===== src/sv/mal_pkg.sv =====
`default_nettype none
// ----------------------------------------------------------------------------
// mal_pkg: shared types and codes for the masked address allow list
// Command and family codes, transfer payload structs and the token that
// walks the rule cell chain.
// ----------------------------------------------------------------------------
package mal_pkg;

   localparam logic [1:0] CMD_CHECK  = 2'd0;
   localparam logic [1:0] CMD_INSERT = 2'd1;
   localparam logic [1:0] CMD_CLEAR  = 2'd2;

   localparam logic [1:0] FAM_IPV4  = 2'd0;
   localparam logic [1:0] FAM_IPV6  = 2'd1;
   localparam logic [1:0] FAM_LOCAL = 2'd2;
   localparam logic [1:0] FAM_OTHER = 2'd3;

   // IPv4 clients map to ::ffff:a.b.c.d
   localparam logic [31:0] MAP_V4_PREFIX = 32'h0000ffff;
   localparam logic [63:0] MAP_V4_HIGH   = 64'h0;

   localparam int unsigned COUNT_W = 5;

   typedef struct packed {
      logic [1:0]  command;
      logic [1:0]  family;
      logic [63:0] addr_high;
      logic [63:0] addr_low;
      logic [63:0] mask_high;
      logic [63:0] mask_low;
   } req_type;

   typedef struct packed {
      logic               allowed;
      logic               inserted;
      logic               duplicate;
      logic               table_full;
      logic [COUNT_W-1:0] rule_count;
   } rsp_type;

   // hit: check matched, or insert found a duplicate
   typedef struct packed {
      logic        active;
      logic        is_check;
      logic [63:0] addr_high;
      logic [63:0] addr_low;
      logic [63:0] mask_high;
      logic [63:0] mask_low;
      logic        hit;
      logic        stored;
   } token_type;

endpackage
`default_nettype wire


===== src/sv/mal_rule_cell.sv =====
`default_nettype none
// ----------------------------------------------------------------------------
// mal_rule_cell: one allow rule of the chain
// Holds an address, a mask and a valid bit. Compares the passing token,
// stores an insert at the first free cell, and forwards the token.
// ----------------------------------------------------------------------------
module mal_rule_cell (
   input  wire logic               clock,
   input  wire logic               reset,
   input  wire logic               clear_all,
   input  wire mal_pkg::token_type token_in,
   output      mal_pkg::token_type token_out,
   output      logic               rule_valid
);

   logic               valid_ff;
   logic [63:0]        addr_high_ff;
   logic [63:0]        addr_low_ff;
   logic [63:0]        mask_high_ff;
   logic [63:0]        mask_low_ff;
   mal_pkg::token_type token_ff;
   mal_pkg::token_type token_in_next;
   logic               masked_match;
   logic               exact_match;
   logic               store;

   always_comb begin
      masked_match = ((addr_high_ff & mask_high_ff) == (token_in.addr_high & mask_high_ff))
                  && ((addr_low_ff & mask_low_ff) == (token_in.addr_low & mask_low_ff));
      exact_match  = (addr_high_ff == token_in.addr_high)
                  && (addr_low_ff == token_in.addr_low)
                  && (mask_high_ff == token_in.mask_high)
                  && (mask_low_ff == token_in.mask_low);
      // held rules form a prefix, so every held rule was checked before the first free cell
      store = token_in.active && !token_in.is_check && !valid_ff
           && !token_in.hit && !token_in.stored;
      token_in_next = token_in;
      if (token_in.is_check) begin
         token_in_next.hit = token_in.hit || (valid_ff && masked_match);
      end else begin
         token_in_next.hit = token_in.hit || (valid_ff && exact_match);
      end
      token_in_next.stored = token_in.stored || store;
   end

   always_ff @(posedge clock) begin
      if (reset) begin
         valid_ff <= 1'b0;
         token_ff <= '0;
      end else begin
         token_ff <= token_in_next;
         if (clear_all) begin
            valid_ff <= 1'b0;
         end else if (store) begin
            valid_ff <= 1'b1;
         end
      end
   end

   always_ff @(posedge clock) begin
      if (store) begin
         addr_high_ff <= token_in.addr_high;
         addr_low_ff  <= token_in.addr_low;
         mask_high_ff <= token_in.mask_high;
         mask_low_ff  <= token_in.mask_low;
      end
   end

   assign token_out  = token_ff;
   assign rule_valid = valid_ff;

endmodule
`default_nettype wire


===== config.mk =====
export PLATFORM = sky130hd
export DESIGN_NAME = mal_rule_cell
export DESIGN_NICKNAME = d
export VERILOG_FILES = /design/src/sv/mal_pkg.sv /design/src/sv/mal_rule_cell.sv
export SDC_FILE = /design/constraint.sdc
export NUM_CORES = 1
export LEC_CHECK = 0
export BUFFER_PORTS_ARGS = -buffer_cell sky130_fd_sc_hd__buf_4
export CORE_AREA = 2 2 202 204
export CTS_CLUSTER_DIAMETER = 50
export CTS_CLUSTER_SIZE = 25
export DETAILED_ROUTE_END_ITERATION = 10
export DIE_AREA = 0 0 204 206
export GPL_TIMING_DRIVEN = 1
export PLACE_DENSITY = 0.71
export SYNTH_ARGS = -nofsm -noshare
export SYNTH_HDL_FRONTEND = slang
export SYNTH_SLANG_ARGS = --single-unit

===== constraint.sdc =====
create_clock -name clock -period 30 [get_ports clock]
set_clock_uncertainty 0.15 [all_clocks]
set_input_delay 1.5 -clock clock [delete_from_list [all_inputs] [get_ports clock]]
set_output_delay 1.5 -clock clock [all_outputs]
set_load 0.05 [all_outputs]

* Word-level counts from Yosys, hierarchy flattened *
Cells that the tools add are included.

storage, ports and cells
  register bits after elaboration = 517
  logic and storage cells = 42

operators by class
  bitwise logic cells = 4
  reductions and logical operators = 18
  mux-type cells = 1
  equal/unequal tests = 6

operators by type and width
  operator              number
  64-bit equality test  6
  64-bit AND            4
  1-bit logical AND     10
  1-bit logical NOT     4
  1-bit logical OR      3
  2-bit OR reduction    1
  1-bit two-way mux     1

* Logic depth before layout (Yosys ltp) *
  depth in word-level cells = 7
  depth in mapped cells = 7

* Worst setup path after synthesis *
Ideal clock, no wire load.

  kind = input to register
  start point = in token_in[1] (netlist bit)
  end point = reg addr_high_ff[0], enable pin
  stages on the path = 2
  buffers on the path = 0
  arrival = 25.944 ns
  setup slack = 2.391 ns
  cell sequence = nor2_1 nor4bb_1

on the way
  word-level cells in the longest chain between the ends = 3

ends and longest elaborated chain
  element                          RTL line             text
  start: declaration               mal_rule_cell.sv:11  input wire mal_pkg::token_type token_in,
  1-bit logical NOT                mal_rule_cell.sv:36  && !token_in.hit && !token_in.stored;
  1-bit logical AND (2 in series)  mal_rule_cell.sv:36
  named net store                  mal_rule_cell.sv:25  logic store;
  end signal: assignment           mal_rule_cell.sv:62  addr_high_ff <= token_in.addr_high;
  end: declaration                 mal_rule_cell.sv:17  logic [63:0] addr_high_ff;

The timed path passes the listed nets, and every way through them passes these cells.
A chain may end at the register's enable or synchronous reset.

* Worst setup path in the final report *
  start point = in token_in[1] (netlist bit)
  end point = reg mask_high_ff[63], enable pin

on the way
  word-level cells in the longest chain between the ends = 3

ends and longest elaborated chain
  element                          RTL line             text
  1-bit logical NOT                mal_rule_cell.sv:36
  1-bit logical AND (2 in series)  mal_rule_cell.sv:36
  named net store                  mal_rule_cell.sv:25
  end signal: assignment           mal_rule_cell.sv:64  mask_high_ff <= token_in.mask_high;
  end: declaration                 mal_rule_cell.sv:19  logic [63:0] mask_high_ff;

The timed path passes the listed nets, and every way through them passes these cells.

==> impl_metrics.env <==
export IMPL_clock_latency_on_the_worst_skew_pair_ns=0.60
export IMPL_post_synth_cell_area_avg_um2=14.59
export IMPL_ff_latch_count_synth=517
export IMPL_synth_net_count=1505
export IMPL_worst_slew_pin_slew_ns=1.137
export IMPL_total_count_of_max_transition_violations_in_the_final_report=0
export IMPL_postLayoutSetupSlackWorst_ns=26.00
export IMPL_cp_end_kind="flop"
export IMPL_hold_violations=0
export IMPL_ant_nets=0
export IMPL_tritoncts_num_sinks=517
export IMPL_worst_r2r_cell_count=4
export IMPL_clk_pin_slew_ns=0.08
export IMPL_max_slew_margin_pct=24.20
export IMPL_min_to="rule_valid"
export IMPL_grt_pass1_vias=11690
export IMPL_wire_length_of_the_first_global_routing_pass_um=80130
export IMPL_share_of_layout_cells_above_drive_strength_1_pct=33.59
export IMPL_post_synth_instance_area_um2=18120
export IMPL_chipWidth_um=204
export IMPL_route_vias_total=12060
export IMPL_hold_path_cell_count=2
export IMPL_outcome="complete, no violations"
export IMPL_clockBufferDepth=3
export IMPL_hpwlAfterDp_um=45740
export IMPL_final_common_cell="sky130_fd_sc_hd__buf_4"
export IMPL_drt_iter0_markers=984
export IMPL_chipHeight_um=206
export IMPL_grt_max_degree=109
export IMPL_critPathMaxFanout=88
export IMPL_grt_antenna_before_repair=3
export IMPL_clock_root_buffer="sky130_fd_sc_hd__clkbuf_16"
export IMPL_cts_resized=0
export IMPL_dr_pass1_iters=5
export IMPL_critical_r2r_launch="rule_valid"
export IMPL_timing_final_setup_violations=0
export IMPL_ys_types=25
export IMPL_cts_htree_levels=2
export IMPL_timing_reg2reg_setup_slack_ns=26.58
export IMPL_grt_ovfl_total=0
export IMPL_power_share_switching_pct=28.30
export IMPL_clock_group_share_of_total_power_pct=39.0
export IMPL_initial_utilization_pct=45.10
export IMPL_wl_per_cell_um=24.49
export IMPL_powerDensity_nw_per_um2=66.03
export IMPL_io_buffer_count=523
export IMPL_async_reset_ff_share_pct=0
export IMPL_fmax_mhz=249.9
export IMPL_cts_repair_timing_setup_buffer_count=0
export IMPL_tritoncts_clock_tree="yes"
export IMPL_crit_required_ns=30.06
export IMPL_area_growth_synth_to_final_pct=34.13
export IMPL_cp_arrival_ns=4.07
export IMPL_boundaryPins=524
export IMPL_yosysWarnings=0
export IMPL_net_switching_power_mw=0.4542
export IMPL_design_area_um2=24310
export IMPL_core_area_um2=40180
export IMPL_power_sequential_fraction_pct=48.3
export IMPL_floorplan_rows=74
export IMPL_viasPerCell=5.107
export IMPL_startpoint_type="primary input"
export IMPL_ctsHoldBuffers=0
export IMPL_synth_flop_cell="sky130_fd_sc_hd__dfxtp_1"
export IMPL_post_dp_cell_area_um2=22670
export IMPL_routed_wl_um=57840
export IMPL_net_count_final=2053
export IMPL_grt_use_total_pct=26.90
export IMPL_placement_setup_worst_slack_ns=25.44
export IMPL_period_share_pct=13.34
export IMPL_crit_reg2reg_capture="mask_high_ff[63]"
export IMPL_gpl_final_weighted_congestion=0.9225
export IMPL_ir_drop_uv=53.55
export IMPL_cell_internal_pwr_mw=1.151
export IMPL_ys_seq_area_share_pct=71.26
export IMPL_detail_route_drc_violations=0
export IMPL_synth_edf_count=256
export IMPL_die_area_um2=42020
export IMPL_mostFrequentLayoutCells="528 x sky130_fd_sc_hd__buf_4, 261 x sky130_fd_sc_hd__dfxtp_1, 258 x sky130_fd_sc_hd__nor2b_1"
export IMPL_setup_repair_after_global_routing_missed_its_margin="no"
export IMPL_post_route_min_period_ns=4.002
export IMPL_setup_tns_ns=0
export IMPL_power_static_leakage_nw=9.754
export IMPL_drv_cap=0
export IMPL_report_power_total_mw=1.605
export IMPL_holdCritPathClass="flop to flop"
export IMPL_cts_buffers=46
export IMPL_hold_path_startpoint="rule_valid"
export IMPL_critical_path_class="primary input to flop"
export IMPL_post_synthesis_instance_total=1242
export IMPL_power_combinational_fraction_pct=12.8
==> layer usage <==
layer | global-route usage (%) | part of all wire (%) | routed length, um
met5 | 0 | 0.022 | 13
met2 | 44.72 | 49 | 28100
met3 | 5.046 | 8.2 | 4750
met1 | 36.16 | 41 | 23730
met4 | 7.609 | 2.1 | 1239
==> worst max path at each step <==
| stage | start | endpoint | slack, ns |
|---|---|---|---|
| 6_report | token_in[1] | mask_high_ff[63] | 26.00 |
| 5_1_grt | token_in[1] | mask_high_ff[63] | 25.84 |
| 4_1_cts | token_in[1] | mask_high_ff[16] | 26.08 |
| 3_5_place_dp | token_in[1] | addr_high_ff[48] | 25.44 |
| 3_3_place_gp | token_in[1] | addr_high_ff[61] | 25.46 |
| 2_1_floorplan | token_in[1] | addr_high_ff[0] | 2.39 |
==> power groups by stage <==
stage / logic [mW] / registers (mW) / clock network [mW]
final: 0.205 / 0.775 / 0.625
after detailed placement: 0.205 / 0.791 / 0
after CTS: 0.206 / 0.775 / 0.635
after floorplan: 0.0419 / 0.862 / 0
after global placement: 0.204 / 0.790 / 0
after global routing: 0.214 / 0.777 / 0.661
==> flip-flops by register name (all words and copies together), names as in the netlist <==
| register | flops |
|---|---|
| token_out | 260 |
| rule_valid | 1 |
| addr_high_ff | 64 |
| addr_low_ff | 64 |
| mask_high_ff | 64 |
| mask_low_ff | 64 |
==> synth_stat cells (5+ instances only) <==
library cell,count,area (um2)
sky130_fd_sc_hd__dfxtp_1,261,5225
sky130_fd_sc_hd__a22o_1,16,140.1
sky130_fd_sc_hd__nor4_1,61,381.6
sky130_fd_sc_hd__clkbuf_1,29,108.9
sky130_fd_sc_hd__xor2_1,221,1936
sky130_fd_sc_hd__nor2_1,6,22.52
sky130_fd_sc_hd__nor2b_1,258,1614
sky130_fd_sc_hd__nand4_1,31,193.9
sky130_fd_sc_hd__nand3_1,5,25.02
sky130_fd_sc_hd__xnor2_1,35,306.5
sky130_fd_sc_hd__a221oi_1,14,122.6
sky130_fd_sc_hd__a22oi_1,29,217.7
sky130_fd_sc_hd__edfxtp_1,256,7687
==> critical path: stages <==
cell and delay, ns:
sky130_fd_sc_hd__buf_4 0.13, sky130_fd_sc_hd__nor2_1 0.30, sky130_fd_sc_hd__nor4bb_4 0.40, sky130_fd_sc_hd__buf_4 0.63, sky130_fd_sc_hd__buf_4 0.96
==> kinds of logic (layout without fill, tap and decap cells) <==
group,after synthesis,after routing,synth area share (%)
XOR/XNOR,256,256,12.37
other,0,2,0
AND/OR/NAND/NOR,371,371,12.70
flip-flops,517,517,71.26
buffers and inverters,32,618,0.6628
AO/OA/AOI/OAI,66,66,3.010
==> metrics by stage <==
step,hold slack [ns],std cells,util [%]
after floorplan,0.5670,1242,-
after global placement,0.5121,2274,56.42
after detailed placement,0.4675,2274,56.42
after CTS,0.4841,2360,60.47
after global routing,0.5056,2362,60.49
final,0.4713,2362,60.49
==> cell type report <==
cell class	count	area, um2
Clock inverter	37	466.7
Multi-Input combinational cell	693	5104
Clock buffer	49	1162
Inverter	3	11.26
Timing Repair Buffer	529	3979
Tap cell	532	665.6
Fill cell	3159	15880
Antenna cell	2	5.005
Sequential cell	517	12910
Power figures use the tool's default switching activity.
